### src/rtl/core/tet_pkg.sv
`default_nettype none

package tet_pkg;

   // Position counter width; positions go out as 16-bit fields
   localparam int POS_BITS = 16;

   // Queue between the classifying front and the emitting back
   localparam int Q_DEPTH = 4;
   localparam int Q_AW    = $clog2(Q_DEPTH);
   localparam int Q_CW    = $clog2(Q_DEPTH + 1);

   localparam logic [2:0] DOT_RUN_LEN = 3'd3;
   localparam logic [2:0] DOT_RUN_MAX = 3'd7;

   localparam logic [15:0] CH_DOT  = 16'h002E;
   localparam logic [15:0] CH_STAR = 16'h002A;

   // Token kinds
   localparam logic [4:0] KIND_BANG     = 5'd0;
   localparam logic [4:0] KIND_LPAREN   = 5'd1;
   localparam logic [4:0] KIND_RPAREN   = 5'd2;
   localparam logic [4:0] KIND_COMMA    = 5'd3;
   localparam logic [4:0] KIND_STAR     = 5'd4;
   localparam logic [4:0] KIND_COLON    = 5'd5;
   localparam logic [4:0] KIND_LT       = 5'd6;
   localparam logic [4:0] KIND_EQ       = 5'd7;
   localparam logic [4:0] KIND_GT       = 5'd8;
   localparam logic [4:0] KIND_QUEST    = 5'd9;
   localparam logic [4:0] KIND_LBRACK   = 5'd10;
   localparam logic [4:0] KIND_RBRACK   = 5'd11;
   localparam logic [4:0] KIND_LBRACE   = 5'd12;
   localparam logic [4:0] KIND_PIPE     = 5'd13;
   localparam logic [4:0] KIND_RBRACE   = 5'd14;
   localparam logic [4:0] KIND_ELLIPSIS = 5'd15;
   localparam logic [4:0] KIND_NAME     = 5'd16;
   localparam logic [4:0] KIND_INVALID  = 5'd17;
   localparam logic [4:0] KIND_END      = 5'd18;

   typedef logic [POS_BITS-1:0] pos_type;

   // Kind of the token still being collected
   typedef enum logic [2:0] {
      PEND_NONE = 3'b001,
      PEND_DOTS = 3'b010,
      PEND_NAME = 3'b100
   } pend_type;

   typedef struct packed {
      logic [4:0]  kind;
      logic [15:0] start_pos;
      logic [15:0] end_pos;
      logic        dot_err;
   } tok_type;

   // One queue entry: the tokens that one input item caused
   typedef struct packed {
      tok_type tok0;
      tok_type tok1;
      logic    two;
   } entry_type;

   function automatic logic is_line_term(input logic [15:0] c);
      return c == 16'h000A || c == 16'h000D || c == 16'h2028 || c == 16'h2029;
   endfunction

   function automatic logic is_space(input logic [15:0] c);
      return is_line_term(c) || c == 16'h0009 || c == 16'h000B || c == 16'h000C ||
             c == 16'h0020 || c == 16'h00A0 || c == 16'h1680 ||
             (c >= 16'h2000 && c <= 16'h200A) || c == 16'h202F ||
             c == 16'h205F || c == 16'h3000 || c == 16'hFEFF;
   endfunction

   function automatic logic is_id_start(input logic [15:0] c);
      logic ascii_id;
      ascii_id = (c >= 16'h0041 && c <= 16'h005A) || (c >= 16'h0061 && c <= 16'h007A) ||
                 c == 16'h0024 || c == 16'h005F;
      return (c >= 16'h0080) ? !is_space(c) : ascii_id;
   endfunction

   function automatic logic is_name_part(input logic [15:0] c);
      return is_id_start(c) || (c >= 16'h0030 && c <= 16'h0039) || c == CH_DOT;
   endfunction

   // Punctuator lookup: {hit, kind}
   function automatic logic [5:0] punct_lookup(input logic [15:0] c);
      logic [5:0] r;
      unique case (c)
         16'h0021: r = {1'b1, KIND_BANG};
         16'h0028: r = {1'b1, KIND_LPAREN};
         16'h0029: r = {1'b1, KIND_RPAREN};
         16'h002C: r = {1'b1, KIND_COMMA};
         16'h002A: r = {1'b1, KIND_STAR};
         16'h003A: r = {1'b1, KIND_COLON};
         16'h003C: r = {1'b1, KIND_LT};
         16'h003D: r = {1'b1, KIND_EQ};
         16'h003E: r = {1'b1, KIND_GT};
         16'h003F: r = {1'b1, KIND_QUEST};
         16'h005B: r = {1'b1, KIND_LBRACK};
         16'h005D: r = {1'b1, KIND_RBRACK};
         16'h007B: r = {1'b1, KIND_LBRACE};
         16'h007C: r = {1'b1, KIND_PIPE};
         16'h007D: r = {1'b1, KIND_RBRACE};
         default:  r = {1'b0, KIND_INVALID};
      endcase
      return r;
   endfunction

endpackage

`default_nettype wire

### src/rtl/core/tet_front.sv
`default_nettype none

module tet_front (
   input  wire logic               clock,
   input  wire logic               reset,
   input  wire logic               csr_write_enable,
   input  wire logic               csr_write_data,
   input  wire logic               accept,
   input  wire logic               func,
   input  wire logic [15:0]        ch,
   output tet_pkg::entry_type      push_data,
   output logic                    push
);

   logic              doc_ff;
   tet_pkg::pend_type pend_ff, pend_in;
   logic [2:0]        cnt_ff, cnt_in;
   tet_pkg::pos_type  start_ff, start_in;
   tet_pkg::pos_type  pos_ff, pos_in;
   logic              nl_ff, nl_in;

   tet_pkg::pos_type  nx;
   logic [5:0]        punct;
   logic              cont;
   logic              flush_v;
   logic              own_v;
   tet_pkg::tok_type  flush_tok;
   tet_pkg::tok_type  own_tok;

   // Saturating next position and punctuator decode
   assign nx    = (pos_ff == '1) ? pos_ff : pos_ff + tet_pkg::pos_type'(1);
   assign punct = tet_pkg::punct_lookup(ch);

   // Token for whatever is pending, ending at the current position
   always_comb begin
      flush_tok.start_pos = 16'(start_ff);
      flush_tok.end_pos   = 16'(pos_ff);
      flush_tok.dot_err   = 1'b0;
      flush_tok.kind      = tet_pkg::KIND_NAME;
      if (pend_ff == tet_pkg::PEND_DOTS) begin
         if (cnt_ff == tet_pkg::DOT_RUN_LEN) begin
            flush_tok.kind = tet_pkg::KIND_ELLIPSIS;
         end else begin
            flush_tok.kind    = tet_pkg::KIND_INVALID;
            flush_tok.dot_err = 1'b1;
         end
      end
   end

   // Classify the item and update the lexer state
   always_comb begin
      pend_in  = pend_ff;
      cnt_in   = cnt_ff;
      start_in = start_ff;
      pos_in   = pos_ff;
      nl_in    = nl_ff;
      flush_v  = 1'b0;
      own_v    = 1'b0;
      own_tok.kind      = tet_pkg::KIND_INVALID;
      own_tok.start_pos = 16'(pos_ff);
      own_tok.end_pos   = 16'(nx);
      own_tok.dot_err   = 1'b0;
      cont = ((pend_ff == tet_pkg::PEND_DOTS) && ch == tet_pkg::CH_DOT) ||
             ((pend_ff == tet_pkg::PEND_NAME) && tet_pkg::is_name_part(ch));
      if (accept) begin
         if (func) begin
            flush_v         = pend_ff != tet_pkg::PEND_NONE;
            own_v           = 1'b1;
            own_tok.kind    = tet_pkg::KIND_END;
            own_tok.end_pos = 16'(pos_ff);
            pend_in  = tet_pkg::PEND_NONE;
            cnt_in   = 3'd0;
            start_in = '0;
            pos_in   = '0;
            nl_in    = 1'b0;
         end else if (cont) begin
            pos_in = nx;
            if (pend_ff == tet_pkg::PEND_DOTS && cnt_ff != tet_pkg::DOT_RUN_MAX) begin
               cnt_in = cnt_ff + 3'd1;
            end
         end else begin
            pos_in  = nx;
            flush_v = pend_ff != tet_pkg::PEND_NONE;
            pend_in = tet_pkg::PEND_NONE;
            cnt_in  = 3'd0;
            if (tet_pkg::is_space(ch)) begin
               if (tet_pkg::is_line_term(ch)) begin
                  nl_in = 1'b1;
               end
            end else if (doc_ff && nl_ff && ch == tet_pkg::CH_STAR) begin
               // drop the leading star of a doc-comment line
               nl_in = 1'b0;
            end else begin
               nl_in = 1'b0;
               if (punct[5]) begin
                  own_v        = 1'b1;
                  own_tok.kind = punct[4:0];
               end else if (ch == tet_pkg::CH_DOT) begin
                  pend_in  = tet_pkg::PEND_DOTS;
                  cnt_in   = 3'd1;
                  start_in = pos_ff;
               end else if (tet_pkg::is_id_start(ch)) begin
                  pend_in  = tet_pkg::PEND_NAME;
                  start_in = pos_ff;
               end else begin
                  own_v = 1'b1;
               end
            end
         end
      end
   end

   // Pack the tokens of this item, flushed token first
   always_comb begin
      push           = flush_v || own_v;
      push_data.two  = flush_v && own_v;
      push_data.tok0 = flush_v ? flush_tok : own_tok;
      push_data.tok1 = own_tok;
   end

   always_ff @(posedge clock) begin
      if (reset) begin
         doc_ff   <= 1'b0;
         pend_ff  <= tet_pkg::PEND_NONE;
         cnt_ff   <= 3'd0;
         start_ff <= '0;
         pos_ff   <= '0;
         nl_ff    <= 1'b0;
      end else begin
         if (csr_write_enable) begin
            doc_ff <= csr_write_data;
         end
         pend_ff  <= pend_in;
         cnt_ff   <= cnt_in;
         start_ff <= start_in;
         pos_ff   <= pos_in;
         nl_ff    <= nl_in;
      end
   end

   // End of text always produces at least the end token
   a_end_pushes: assert property (@(posedge clock) disable iff (reset)
      (accept && func) |-> push)
      else $error("end of text produced no token");

endmodule

`default_nettype wire

### src/rtl/core/tet_queue.sv
`default_nettype none

module tet_queue (
   input  wire logic               clock,
   input  wire logic               reset,
   input  wire logic               push,
   input  wire tet_pkg::entry_type push_data,
   output logic                    full,
   input  wire logic               pop,
   output logic                    head_valid,
   output tet_pkg::entry_type      head_data
);

   tet_pkg::entry_type             mem [tet_pkg::Q_DEPTH];
   logic [tet_pkg::Q_AW-1:0]       wr_ptr_ff, wr_ptr_in;
   logic [tet_pkg::Q_AW-1:0]       rd_ptr_ff, rd_ptr_in;
   logic [tet_pkg::Q_CW-1:0]       count_ff, count_in;

   assign full       = count_ff == tet_pkg::Q_CW'(tet_pkg::Q_DEPTH);
   assign head_valid = count_ff != '0;
   assign head_data  = mem[rd_ptr_ff];

   // Advance pointers and occupancy
   always_comb begin
      wr_ptr_in = push ? wr_ptr_ff + tet_pkg::Q_AW'(1) : wr_ptr_ff;
      rd_ptr_in = pop  ? rd_ptr_ff + tet_pkg::Q_AW'(1) : rd_ptr_ff;
      count_in  = count_ff;
      if (push && !pop) begin
         count_in = count_ff + tet_pkg::Q_CW'(1);
      end else if (pop && !push) begin
         count_in = count_ff - tet_pkg::Q_CW'(1);
      end
   end

   always_ff @(posedge clock) begin
      if (push) begin
         mem[wr_ptr_ff] <= push_data;
      end
   end

   always_ff @(posedge clock) begin
      if (reset) begin
         wr_ptr_ff <= '0;
         rd_ptr_ff <= '0;
         count_ff  <= '0;
      end else begin
         wr_ptr_ff <= wr_ptr_in;
         rd_ptr_ff <= rd_ptr_in;
         count_ff  <= count_in;
      end
   end

   a_no_overflow: assert property (@(posedge clock) disable iff (reset)
      push |-> !full)
      else $error("push into full queue");

   a_no_underflow: assert property (@(posedge clock) disable iff (reset)
      pop |-> head_valid)
      else $error("pop from empty queue");

   a_count_range: assert property (@(posedge clock) disable iff (reset)
      count_ff <= tet_pkg::Q_CW'(tet_pkg::Q_DEPTH))
      else $error("queue count out of range");

endmodule

`default_nettype wire

### src/rtl/core/tet_back.sv
`default_nettype none

module tet_back (
   input  wire logic               clock,
   input  wire logic               reset,
   input  wire logic               head_valid,
   input  wire tet_pkg::entry_type head_data,
   output logic                    pop,
   output logic                    rsp_valid,
   input  wire logic               rsp_stall,
   output logic [4:0]              rsp_token_kind,
   output logic [15:0]             rsp_token_start,
   output logic [15:0]             rsp_token_end,
   output logic                    rsp_dot_error,
   output logic                    rsp_last_of_run
);

   logic             valid_ff, valid_in;
   logic             sel_ff, sel_in;
   tet_pkg::tok_type tok_ff, tok_in;
   logic             last_ff, last_in;
   logic             free;
   logic             load;

   // Output register is free when empty or being transferred
   assign free = !valid_ff || !rsp_stall;
   assign load = free && head_valid;
   assign pop  = load && (sel_ff || !head_data.two);

   // Step through the tokens of the head entry, one per transfer
   always_comb begin
      valid_in = valid_ff;
      sel_in   = sel_ff;
      tok_in   = tok_ff;
      last_in  = last_ff;
      if (free) begin
         valid_in = head_valid;
      end
      if (load) begin
         tok_in  = sel_ff ? head_data.tok1 : head_data.tok0;
         last_in = sel_ff || !head_data.two;
         sel_in  = !sel_ff && head_data.two;
      end
   end

   always_ff @(posedge clock) begin
      if (reset) begin
         valid_ff <= 1'b0;
         sel_ff   <= 1'b0;
      end else begin
         valid_ff <= valid_in;
         sel_ff   <= sel_in;
      end
   end

   always_ff @(posedge clock) begin
      tok_ff  <= tok_in;
      last_ff <= last_in;
   end

   assign rsp_valid       = valid_ff;
   assign rsp_token_kind  = tok_ff.kind;
   assign rsp_token_start = tok_ff.start_pos;
   assign rsp_token_end   = tok_ff.end_pos;
   assign rsp_dot_error   = tok_ff.dot_err;
   assign rsp_last_of_run = last_ff;

   // The second token of a pair follows right after the first
   a_pair_follows: assert property (@(posedge clock) disable iff (reset)
      (valid_ff && !last_ff && !rsp_stall) |=> valid_ff)
      else $error("second token of a pair missing");

endmodule

`default_nettype wire

### src/rtl/core/type_expression_tokenizer.sv
// Type-expression tokenizer: one UTF-16 character (req_func = 0) or an
// end-of-text mark (req_func = 1) per req_ transfer; tokens come out on the
// rsp_ channel with kind, start and end positions, dot-run error flag and a
// last_of_run flag on the final token caused by each input item.
// csr_write_enable/csr_write_data set doc-comment mode (drop a leading '*'
// after a line break); write it only while the block is idle.
// A token passes through the queue, written at the accepting edge, and then
// the output register, loaded from the queue head, before it shows on rsp_.
// Throughput: one input item per cycle while req_stall is low, one token per
// cycle out while rsp_stall is low; an item that yields two tokens (a flushed
// token plus its own) holds the output for both, absorbed by a 4-entry
// queue between the front classifier and the output stage. Items that yield
// no token (whitespace, characters extending a name or dot run) never enter
// the queue. req_stall rises only when that queue is full; rsp_stall holds the
// output register, and once the queue fills, req_stall holds the input side.
// Reset (synchronous, active high) clears the lexer state, position counter,
// queue and doc-comment mode; the block takes items in the first cycle after.
`default_nettype none

module type_expression_tokenizer (
   input  wire logic        clock,
   input  wire logic        reset,
   input  wire logic        csr_write_enable,
   input  wire logic        csr_write_data,
   input  wire logic        req_valid,
   output logic             req_stall,
   input  wire logic        req_func,
   input  wire logic [15:0] req_ch,
   output logic             rsp_valid,
   input  wire logic        rsp_stall,
   output logic [4:0]       rsp_token_kind,
   output logic [15:0]      rsp_token_start,
   output logic [15:0]      rsp_token_end,
   output logic             rsp_dot_error,
   output logic             rsp_last_of_run
);

   logic               accept;
   logic               push;
   tet_pkg::entry_type push_data;
   logic               full;
   logic               pop;
   logic               head_valid;
   tet_pkg::entry_type head_data;

   assign req_stall = full;
   assign accept    = req_valid && !full;

   tet_front u_front (
      .clock            (clock),
      .reset            (reset),
      .csr_write_enable (csr_write_enable),
      .csr_write_data   (csr_write_data),
      .accept           (accept),
      .func             (req_func),
      .ch               (req_ch),
      .push_data        (push_data),
      .push             (push)
   );

   tet_queue u_queue (
      .clock      (clock),
      .reset      (reset),
      .push       (push),
      .push_data  (push_data),
      .full       (full),
      .pop        (pop),
      .head_valid (head_valid),
      .head_data  (head_data)
   );

   tet_back u_back (
      .clock           (clock),
      .reset           (reset),
      .head_valid      (head_valid),
      .head_data       (head_data),
      .pop             (pop),
      .rsp_valid       (rsp_valid),
      .rsp_stall       (rsp_stall),
      .rsp_token_kind  (rsp_token_kind),
      .rsp_token_start (rsp_token_start),
      .rsp_token_end   (rsp_token_end),
      .rsp_dot_error   (rsp_dot_error),
      .rsp_last_of_run (rsp_last_of_run)
   );

endmodule

`default_nettype wire

### config.mk
export PLATFORM = sky130hd
export DESIGN_NAME = type_expression_tokenizer
export DESIGN_NICKNAME = d
export VERILOG_FILES = /design/src/rtl/core/tet_pkg.sv /design/src/rtl/core/tet_front.sv /design/src/rtl/core/tet_queue.sv /design/src/rtl/core/tet_back.sv /design/src/rtl/core/type_expression_tokenizer.sv
export SDC_FILE = /design/constraint.sdc
export NUM_CORES = 1
export LEC_CHECK = 0
export BUFFER_PORTS_ARGS = -buffer_cell sky130_fd_sc_hd__buf_2
export CAP_MARGIN = 15
export CORE_ASPECT_RATIO = 1.1
export CORE_MARGIN = 1.5
export CORE_UTILIZATION = 30
export CTS_BUF_LIST = sky130_fd_sc_hd__clkbuf_2 sky130_fd_sc_hd__clkbuf_4 sky130_fd_sc_hd__clkbuf_8
export CTS_CLUSTER_DIAMETER = 40
export CTS_CLUSTER_SIZE = 40
export DETAILED_ROUTE_END_ITERATION = 10
export SLEW_MARGIN = 20
export SYNTH_ARGS = -nofsm -noshare
export SYNTH_HDL_FRONTEND = slang
export SYNTH_SLANG_ARGS = --single-unit
export TNS_END_PERCENT = 20
### constraint.sdc
create_clock -name clock -period 4.75 [get_ports clock]
set_input_delay 0.475 -clock clock [delete_from_list [all_inputs] [get_ports clock]]
set_output_delay 0.475 -clock clock [all_outputs]
set_load 0.1 [all_outputs]
# Word level (Yosys, flattened, before mapping)
# Memory sizes are Yosys's and may differ from the RTL's. A register that Yosys moved wholly into a read port is not among the register bits.
# Index checks and enable logic that the tools add are counted.
[op_classes] order_cmp=9 add_sub_neg=6 eq_ne=45 muxes=60 reduce_logical=54
[op_table] op="$eq 16x6->1 const B" n=13
[op_table] op="$mux 16" n=11
[op_table] op="$eq 16x7->1 const B" n=6
[op_table] op="$pmux 6 s15" n=1
[op_table] op="$eq 16x14->1 const B" n=5
[op_table] op="$eq 16x4->1 const B" n=5
[op_table] op="$mux 38" n=2
[op_table] op="$mux 3" n=15
[op_table] op="$mux 5" n=8
[op_table] op="$eq 16x16->1 const B" n=2
[op_table] op="$ge 16x7->1 const B" n=2
[op_table] op="$le 16x7->1 const B" n=2
[op_table] op="$logic_or 1x1->1" n=23
[op_table] op="$mux 1" n=21
[op_table] op="$add 16x1->16 const B" n=1
[op_table] op="$eq 16x13->1 const B" n=1
[op_table] op="$eq 16x8->1 const B" n=1
[op_table] op="$ge 16x14->1 const B" n=1
[op_table] op="$ge 16x6->1 const B" n=1
[op_table] op="$ge 16x8->1 const B" n=1
[op_table] op="$le 16x14->1 const B" n=1
[op_table] op="$le 16x6->1 const B" n=1
[op_table] op="$logic_and 1x1->1" n=16
[op_table] op="$ne 3x3->1 const B" n=3
[op_table] op="14 further kinds" n=31
[word_totals] n_memories=1 wordCells=191 output_inout_bits=41 regBits=88 mem_bits_rw=304
[mem_list] name="u_queue.mem" words=4 word_bits=76 rd=1 rd_clocked_by_memory_dff=1 wr=1 line="tet_queue.sv:14" source="tet_pkg::entry_type mem [tet_pkg::Q_DEPTH];"

# Logic depth before layout (Yosys ltp)
# Gate-level depths: netlist of the first run.
[logic_depth] depth_word=30 mapped_depth=16 mapped_depth_nobuf=13

# Cells and area by module
# Synthesis of the first run repeated with hierarchy kept, for this count alone.
[unflattened] hier_cells=1034 hier_area_um2=17175.2
[modules_own_cells] mod="tet_queue" area_each_um2=11574.9 n_inst=1 seq_area_each_um2=9429.0 cells_each=447
[modules_own_cells] mod="tet_front" area_each_um2=3863.7 n_inst=1 seq_area_each_um2=800.8 cells_each=495
[modules_own_cells] mod="tet_back" area_each_um2=1722.9 n_inst=1 seq_area_each_um2=1211.2 cells_each=91
[modules_own_cells] mod="type_expression_tokenizer" area_each_um2=13.8 n_inst=1 seq_area_each_um2=0.0 cells_each=1

# Worst setup path before layout of the first run
# OpenSTA, ideal clock, no wires.
[synth_timing] path_kind="register -> register" start="reg u_queue.count_ff[0] (netlist name)" end="mem u_queue.mem[0][0] (netlist name) (enable)" arrival_ps=4458 setup_slack_ps=-306 t_required_ps=4152 setup_time_ps=598 period_less_slack_ps=5056 stages_incl_launch_ff=8 path_cell_list="dfxtp_1 -> nor3b_1 -> nand2b_1 -> clkbuf_1 -> a31oi_1 -> o31ai_1 -> a21oi_2 -> and2_1"
[synth_via] elab_chain_len=7 elab_cells_between_ends=8
[synth_rtl] element="from (decl)" line="tet_queue.sv:17" source="logic [tet_pkg::Q_CW-1:0] count_ff, count_in;"
[synth_rtl] element="from (signal assigned)" line="tet_queue.sv:49" source="count_ff <= count_in;"
[synth_rtl] element="$eq 3x3->1 (*)" line="tet_queue.sv:19" source="assign full = count_ff == tet_pkg::Q_CW'(tet_pkg::Q_DEPTH);"
[synth_rtl] element="via req_stall" line="type_expression_tokenizer.sv:26" source="output logic req_stall,"
[synth_rtl] element="$logic_not 1->1 (*)" line="type_expression_tokenizer.sv:47" source="assign accept = req_valid && !full;"
[synth_rtl] element="$logic_and 1x1->1 (*)" line="type_expression_tokenizer.sv:47"
[synth_rtl] element="$mux 1" line="tet_front.sv:65" source="if (accept) begin"
[synth_rtl] element="$logic_or 1x1->1 (*)" line="tet_front.sv:115" source="push = flush_v || own_v;"
[synth_rtl] element="via push" line="type_expression_tokenizer.sv:39" source="logic push;"
[synth_rtl] element="$mux 1 (*)" line="tet_queue.sv:36" source="if (push) begin"
[synth_rtl] element="$mux 1 (not written as such) (*)" line="tet_queue.sv:37" source="mem[wr_ptr_ff] <= push_data;"
[synth_rtl] element="to (decl)" line="tet_queue.sv:14"
# The timed path passes the listed nets; every way through them passes the cells marked *.

# Worst setup path in the final report of the first run
[layout_timing] start="in req_ch[8]" end="reg u_queue.count_ff[2] (netlist name)"
[layout_via] elab_chain_len=29 elab_cells_between_ends=88
[layout_rtl] element="from (decl)" line="type_expression_tokenizer.sv:28" source="input wire logic [15:0] req_ch,"
[layout_rtl] element="$eq 16x4->1" line="tet_pkg.sv:64" source="return c == 16'h000A || c == 16'h000D || c == 16'h2028 || c == 16'h2029;"
[layout_rtl] element="$logic_or 1x1->1 (3 in a row)" line="tet_pkg.sv:64"
[layout_rtl] element="$logic_or 1x1->1 (4 in a row)" line="tet_pkg.sv:68" source="return is_line_term(c) || c == 16'h0009 || c == 16'h000B || c == 16'h000C ||"
[layout_rtl] element="$logic_or 1x1->1 (3 in a row)" line="tet_pkg.sv:69" source="c == 16'h0020 || c == 16'h00A0 || c == 16'h1680 ||"
[layout_rtl] element="$logic_or 1x1->1 (2 in a row)" line="tet_pkg.sv:70" source="(c >= 16'h2000 && c <= 16'h200A) || c == 16'h202F ||"
[layout_rtl] element="$logic_or 1x1->1 (2 in a row)" line="tet_pkg.sv:71" source="c == 16'h205F || c == 16'h3000 || c == 16'hFEFF;"
[layout_rtl] element="$logic_not 1->1" line="tet_pkg.sv:78" source="return (c >= 16'h0080) ? !is_space(c) : ascii_id;"
[layout_rtl] element="$mux 1" line="tet_pkg.sv:78"
[layout_rtl] element="[... 5 more ...]"
[layout_rtl] element="$mux 1" line="tet_front.sv:76" source="end else if (cont) begin"
[layout_rtl] element="$mux 1" line="tet_front.sv:66" source="if (func) begin"
[layout_rtl] element="$mux 1" line="tet_front.sv:65"
[layout_rtl] element="$logic_or 1x1->1 (*)" line="tet_front.sv:115"
[layout_rtl] element="via push" line="type_expression_tokenizer.sv:39"
[layout_rtl] element="$logic_not 1->1" line="tet_queue.sv:30" source="end else if (pop && !push) begin"
[layout_rtl] element="$logic_and 1x1->1" line="tet_queue.sv:30"
[layout_rtl] element="$reduce_bool 2->1 (no line)"
# Marked as above.
# A chain may end at the register's enable or synchronous reset.

==> flow_metrics.py, run 1 <==
metrics = {
    "routing": {
        "first_pass_iters": 5,
        "wl_mm": 35.8,
        "ant_nets": 0,
        "drc": 0,
        "drt_iter0_markers": 805,
        "viasPerCell": 4.93,
        "vias": 9138,
        "wl_per_cell_um": 19.3,
    },
    "die": {
        "dieArea_um2": 57000,
        "io_pins": 64,
        "num_rows": 90,
        "initial_core_util_pct": 30.4,
        "core-area_um2": 54800,
        "die_y_um": 250,
        "die_w_um": 228,
    },
    "final_layout": {
        "n_antenna_cell": 0,
        "design_area_um2": 18900,
        "post-route-util_pct": 34.4,
        "instances_no_fill": 1854,
        "num-fill-cells": 5263,
        "drive_gt1_share_pct": 29.1,
        "fin_nets": 1118,
        "synthToLayoutAreaGrowth_pct": 13.1,
    },
    "yosys": {
        "synth-edff-count": 343,
        "syn-num-nets": 1062,
        "async_flop_share_pct": 0,
        "avgSynthCellArea_um2": 16.2,
        "yosysWarnings": 0,
        "synthCells": 1029,
        "synthFlopType": "edfxtp_1",
        "netlist_area_um2": 16700,
        "ys_types": 72,
        "ys_seq_elements": 394,
        "ys_seq_area_share_pct": 67.9,
    },
    "setup_path": {
        "worstRegToRegCells": 8,
        "cpPeakStageDelay_ns": 0.64,
        "path_cells": "buf_2, or4_1, nor3_1, nand2_1, o311ai_0, o21ai_1, and3_1, a21oi_2, ha_1, inv_1, fa_1, xor2_1, or3_1, a21oi_1",
        "crit_required_ns": 5.25,
        "cp_slowest_cell": "o311ai_0",
        "endpoint_kind": "flip-flop",
        "crit_arrival_ns": 4.49,
        "crit_fanout": 8,
        "startpoint_type": "input pin",
        "crit_type": "input pin to flip-flop",
    },
    "clocking": {
        "cts_sinks": 394,
        "cts-buffers-inserted": 41,
        "clockRootBuffer": "clkbuf_8",
        "htree_levels": 2,
        "clk_pin_slew_ns": 0.08,
        "cts-resized-gates": 0,
        "clockBufferDepth": 3,
        "cts_setup_buffers": 0,
        "clock_latency_ns": 0.59,
        "cts_tree": "built",
        "holdBufCountCts": 0,
    },
    "hold_path": {
        "hold_path.class": "input pin to flip-flop",
        "whs_path_depth": 3,
    },
    "pwr": {
        "ir_worst_vdd_v": 0.000243,
        "p_per_area_nw_per_um2": 530,
        "p_leak_uw": 0.00612,
    },
    "timing": {
        "max_freq_mhz": 251,
        "max_slew_margin_pct": 36.5,
        "hold_viol": 0,
        "setup_viol": 0,
        "tightest_slew_ns": 0.952,
        "finClkSkew_ns": 0.0494,
        "finalCritPeriodShare_pct": 83.9,
        "min_period_ns": 3.98,
        "fin_ws_ns": 0.766,
        "hold_ws_ns": 0.152,
        "slew_violations": 0,
        "rsz0062_at_grt": "false",
    },
    "placed_design": {
        "dpl_worst_slack_ns": 0.220,
        "gp_congestion": 0.860,
        "dp_hpwl_mm": 21.6,
        "place_area_um2": 17900,
        "placed_cells": 1778,
        "io_buffers": 63,
    },
    "global_routing": {
        "grt_use_total_pct": 12.5,
        "grt_max_degree": 46,
        "grt-ovfl-total": 0,
        "grt_pass1_wl_mm": 55.4,
        "antenna_found_initial": 0,
        "first_global_vias": 9418,
    },
    "flow_run": {
        "maxCapViolations": 0,
    },
    "run_status": {
        "status": "complete, no violations",
    },
}
## kinds of logic (layout without fill, tap and decap cells)
logic type,Yosys count,in the layout,share of synthesized area (%)
mux,144,144,15.0
buf+inv,88,177,2.20
simple gates,227,227,7.25
flops,394,394,67.9
fa+ha+maj,10,10,0.796
compound gates,154,154,6.20
xor+xnor,12,12,0.630
## cell type report
type / instances / area, um2 / share of cell area [%]
multi-input combinational: 547 / 5030 / 26.7
clock buffer: 47 / 628 / 3.33
timing repair buffer: 85 / 593 / 3.14
sequential: 394 / 11300 / 60.1
clock inverter: 29 / 298 / 1.58
inverter: 16 / 60.1 / 0.318
tap: 736 / 921 / 4.88
## power breakdown
group	internal, uW	switching (uW)	total [uW]	leakage [uW]
logic	944	2240	3180	0.00198
registers	4260	208	4460	0.00367
clock network	998	1360	2360	0.000462
## critical path, delay by kind of cell
family | cells | cell delay, ns
adders and majority gates | 2 | 0.63
buffers and inverters | 2 | 0.18
xor gates and xnor gates | 1 | 0.16
and+or+nand+nor | 5 | 1.62
AOI/OAI and AO/OA | 4 | 1.41
## cell usage in the layout (no fill, tap or decap), drive strengths merged, types with 8 or more instances in the layout
master	Yosys	routed
nor3	19	19
mux2	63	63
ha	9	9
nand2b	8	8
or3	15	15
a31oi	8	8
edfxtp	343	343
nand2	58	58
nor4	9	9
buf	20	85
a22o	16	16
nor2	41	41
nand3	23	23
a21oi	47	47
clkinv	1	13
inv	15	28
clkbuf	52	47
dfxtp	51	51
mux4	76	76
o21ai	31	31
## metrics by stage
step	power [uW]	setup TNS [ns]
final	10000	0
after global routing	10400	0
after CTS	10200	0
after detailed placement	7800	0
after global placement	7790	0
after floorplan	7080	-24.96
## Yosys cell counts, drive strengths merged, types with 3 or more instances
| library cell | number | area, um2 |
|---|---|---|
| a2111oi | 3 | 26.3 |
| a211o | 3 | 26.3 |
| a21o | 7 | 52.6 |
| a21oi | 47 | 262 |
| a22o | 16 | 140 |
| a22oi | 3 | 22.5 |
| a31oi | 8 | 50.1 |
| and2 | 7 | 43.8 |
| and3 | 5 | 31.3 |
| buf | 20 | 111 |
| clkbuf | 52 | 195 |
| dfxtp | 51 | 1020 |
| edfxtp | 343 | 10300 |
| ha | 9 | 113 |
| inv | 15 | 56.3 |
| mux2 | 63 | 743 |
| mux2i | 5 | 50.1 |
| mux4 | 76 | 1710 |
| nand2 | 58 | 218 |
| nand2b | 8 | 50.1 |
| nand3 | 23 | 120 |
| nand3b | 4 | 30.0 |
| nand4 | 7 | 43.8 |
| nor2 | 41 | 154 |
| nor2b | 6 | 37.5 |
| nor3 | 19 | 95.1 |
| nor3b | 4 | 30.0 |
| nor4 | 9 | 71.3 |
| o2111ai | 6 | 52.6 |
| o211ai | 6 | 45.0 |
| o21a | 5 | 37.5 |
| o21ai | 31 | 155 |
| o32ai | 3 | 26.3 |
| or2 | 4 | 25.0 |
| or3 | 15 | 93.8 |
| or4 | 6 | 45.0 |
| or4b | 3 | 30.0 |
| xnor2 | 5 | 43.8 |
| xor2 | 7 | 61.3 |
## routing by layer
layer  vias to the layer above  wire length (um)  global-route usage, %
met3                        59              1670                   2.16
met2                       251             17800                   21.4
met1                      4628             15600                   16.2
met5                         -                 0                      0
met4                         0               718                   3.49
li1                       4200                 -                      -
## sequential cells by signal (all words and copies together) (netlist names), named ones only
signal                  cells
u_front.start_ff           16
u_back.rsp_last_of_run      1
u_queue.mem               304
u_back.sel_ff               1
u_queue.rd_ptr_ff           2
u_back.rsp_token_kind       5
u_back.rsp_dot_error        1
u_front.doc_ff              1
u_front.pend_ff             3
u_front.cnt_ff              3
u_back.rsp_token_start     16
u_back.rsp_token_end       16
u_queue.wr_ptr_ff           2
u_queue.count_ff            3
u_back.rsp_valid            1
u_front.pos_ff             16
u_front.nl_ff               1
## final timing paths
check                                    from                               end  slack [ns]
min reg2reg  u_front.start_ff[2]$_SDFFE_PP0P_  u_front.start_ff[2]$_SDFFE_PP0P_        0.48
max                                 req_ch[8]  u_queue.count_ff[2]$_SDFFE_PP0P_        0.77
min                            csr_write_data       u_front.doc_ff$_SDFFE_PP0P_        0.15
max reg2reg    u_front.pos_ff[0]$_SDFFE_PP0P_      u_queue.mem[3][54]$_DFFE_PP_        0.94
(Power assumes the default switching activity.)
==> run 2, diff against run 1 <==
==> constraint.sdc (replaced) <==
create_clock -name clock -period 3.9 [get_ports clock]
set_input_delay 0.39 -clock clock [delete_from_list [all_inputs] [get_ports clock]]
set_output_delay 0.39 -clock clock [all_outputs]
set_load 0.1 [all_outputs]
==> run 2 against run 1 <==
  * Cell area increased by 2.9%
  * Critical path depth decreased by 6
  * Critical endpoint is now u_queue.mem[1][52]$_DFFE_PP_
  * Die area unchanged
  * Register-to-register slack got worse by 0.28 ns
  * Total power increased by 27%
  * Non-clock buffer count increased by 35
  * Highest routed layer unchanged
  * Largest cell class unchanged
==> flow_metrics.py, run 2 (same netlist as run 1, synthesis figures left out) <==
metrics = {
    "flow_run": {
        "maxCapViolations": 0,
    },
    "pwr": {
        "p_leak_uw": 0.00641,
        "ir_worst_vdd_v": 0.000428,
        "p_per_area_nw_per_um2": 654,
        "power_uw": 12700,
    },
    "placed_design": {
        "dpl_worst_slack_ns": 0.110,
        "gp_congestion": 0.880,
        "dp_hpwl_mm": 22.9,
        "placed_cells": 1811,
        "io_buffers": 63,
        "place_area_um2": 18200,
    },
    "hold_path": {
        "hold_path.class": "input pin to flip-flop",
    },
    "die": {
        "num_rows": 90,
        "core-area_um2": 54800,
        "die_y_um": 250,
        "dieArea_um2": 57000,
        "die_w_um": 228,
        "io_pins": 64,
        "initial_core_util_pct": 30.4,
    },
    "clocking": {
        "htree_levels": 2,
        "clock_latency_ns": 0.65,
        "clockBufferDepth": 3,
        "clockRootBuffer": "clkbuf_8",
        "clk_pin_slew_ns": 0.08,
        "cts_sinks": 394,
        "cts-buffers-inserted": 49,
        "cts-resized-gates": 0,
        "cts_tree": "built",
    },
    "global_routing": {
        "antenna_found_initial": 0,
        "grt_max_degree": 76,
        "first_global_vias": 9719,
        "grt-ovfl-total": 0,
        "grt_pass1_wl_mm": 57.2,
        "grt_use_total_pct": 13.0,
    },
    "final_layout": {
        "num-fill-cells": 5220,
        "regMostFlops": "u_queue.mem",
        "fin_nets": 1161,
        "design_area_um2": 19400,
        "largest_reg_flops": 304,
        "final_common_cell": "edfxtp_1",
        "instances_no_fill": 1906,
        "drive_gt1_share_pct": 32.1,
        "final_cell_mix": "edfxtp_1 (343), mux4_2 (76), buf_2 (63)",
        "synthToLayoutAreaGrowth_pct": 16.4,
    },
    "routing": {
        "first_pass_iters": 7,
        "drc": 0,
        "wl_per_cell_um": 19.5,
        "wl_mm": 37.1,
        "viasPerCell": 4.93,
        "drt_iter0_markers": 595,
        "ant_nets": 0,
        "vias": 9400,
    },
    "setup_path": {
        "startpoint_type": "flip-flop",
        "endpoint_kind": "flip-flop",
        "crit_arrival_ns": 3.74,
        "crit_type": "flip-flop to flip-flop",
        "crit_required_ns": 4.39,
        "crit_fanout": 13,
    },
    "timing": {
        "fin_ws_ns": 0.656,
        "finalCritPeriodShare_pct": 83.2,
        "hold_viol": 0,
        "min_period_ns": 3.24,
        "max_freq_mhz": 308,
        "tightest_slew_ns": 0.823,
        "rsz0062_at_grt": "false",
        "setup_viol": 0,
        "finClkSkew_ns": 0.0374,
        "hold_ws_ns": 0.0521,
        "max_slew_margin_pct": 44.9,
        "slew_violations": 0,
    },
    "run_status": {
        "status": "complete, no violations",
    },
}
## run 2: cell count changes in the layout (fill, tap and decap cells not counted), sizes merged
cell	delta
inv	+3
diode	+1
buf	+33
clkbuf	+9
clkinv	-1
clkinvlp	+2
dlygate4sd3	+2
bufinv	+3
## run 2: through the flow
| step | setup TNS [ns] | utilization [%] |
|---|---|---|
| 2_1_floorplan | -30.97 | - |
| 4_1_cts | 0 | 35.4 |
| 3_5_place_dp | 0 | 33.2 |
| 3_3_place_gp | 0 | 33.2 |
| 5_1_grt | 0 | 35.4 |
| 6_report | 0 | 35.4 |
## run 2: critical path, cell delays in order (launching register included)
cell	delay, ns
dfxtp_1	0.69
nand4_1	0.31
nor3_1	0.42
nor3b_1	0.58
inv_1	0.09
nand2_1	0.10
a21oi_1	0.07
a31oi_1	0.52
mux2_4	0.30
## run 2: path summary, 6_finish.rpt
path	startpoint	endpoint	slack (ns)	depth (start not counted)
worst max-delay path	u_front.pos_ff[6]$_SDFFE_PP0P_	u_queue.mem[1][52]$_DFFE_PP_	0.66	8
worst min-delay path	rsp_stall	u_back.rsp_valid$_SDFFE_PP0P_	0.05	3
worst max register to register	u_front.pos_ff[6]$_SDFFE_PP0P_	u_queue.mem[1][52]$_DFFE_PP_	0.66	8
worst min register to register	u_front.nl_ff$_SDFFE_PP0P_	u_front.nl_ff$_SDFFE_PP0P_	0.48	2
## run 2: layer usage
metal | share of wire, % | track usage, %
met5 | 0 | 0
met3 | 4.7 | 2.66
met4 | 2.5 | 4.67
met2 | 49 | 22.0
met1 | 44 | 16.5
## run 2: area by class of cell
| class | count | area, um2 | share of cell area (%) |
|---|---|---|---|
| Antenna cell | 1 | 2.50 | 0.0129 |
| Clock buffer | 56 | 739 | 3.81 |
| Clock inverter | 36 | 410 | 2.12 |
| Inverter | 16 | 60.1 | 0.310 |
| Multi-Input combinational cell | 547 | 5030 | 25.9 |
| Sequential cell | 394 | 11300 | 58.4 |
| Tap cell | 736 | 921 | 4.75 |
| Timing Repair Buffer | 120 | 911 | 4.69 |
## run 2: repair_timing
action / CTS / global route
hold buffers: 2 / 0
endpoints found under the hold margin: 1 / 0
buffers inserted: 0 / 0
## run 2: power by group
part | total (uW) | internal [uW] | switching (uW)
clock | 3360 | 1600 | 1760
combinational | 3990 | 1180 | 2800
sequential | 5350 | 5180 | 169
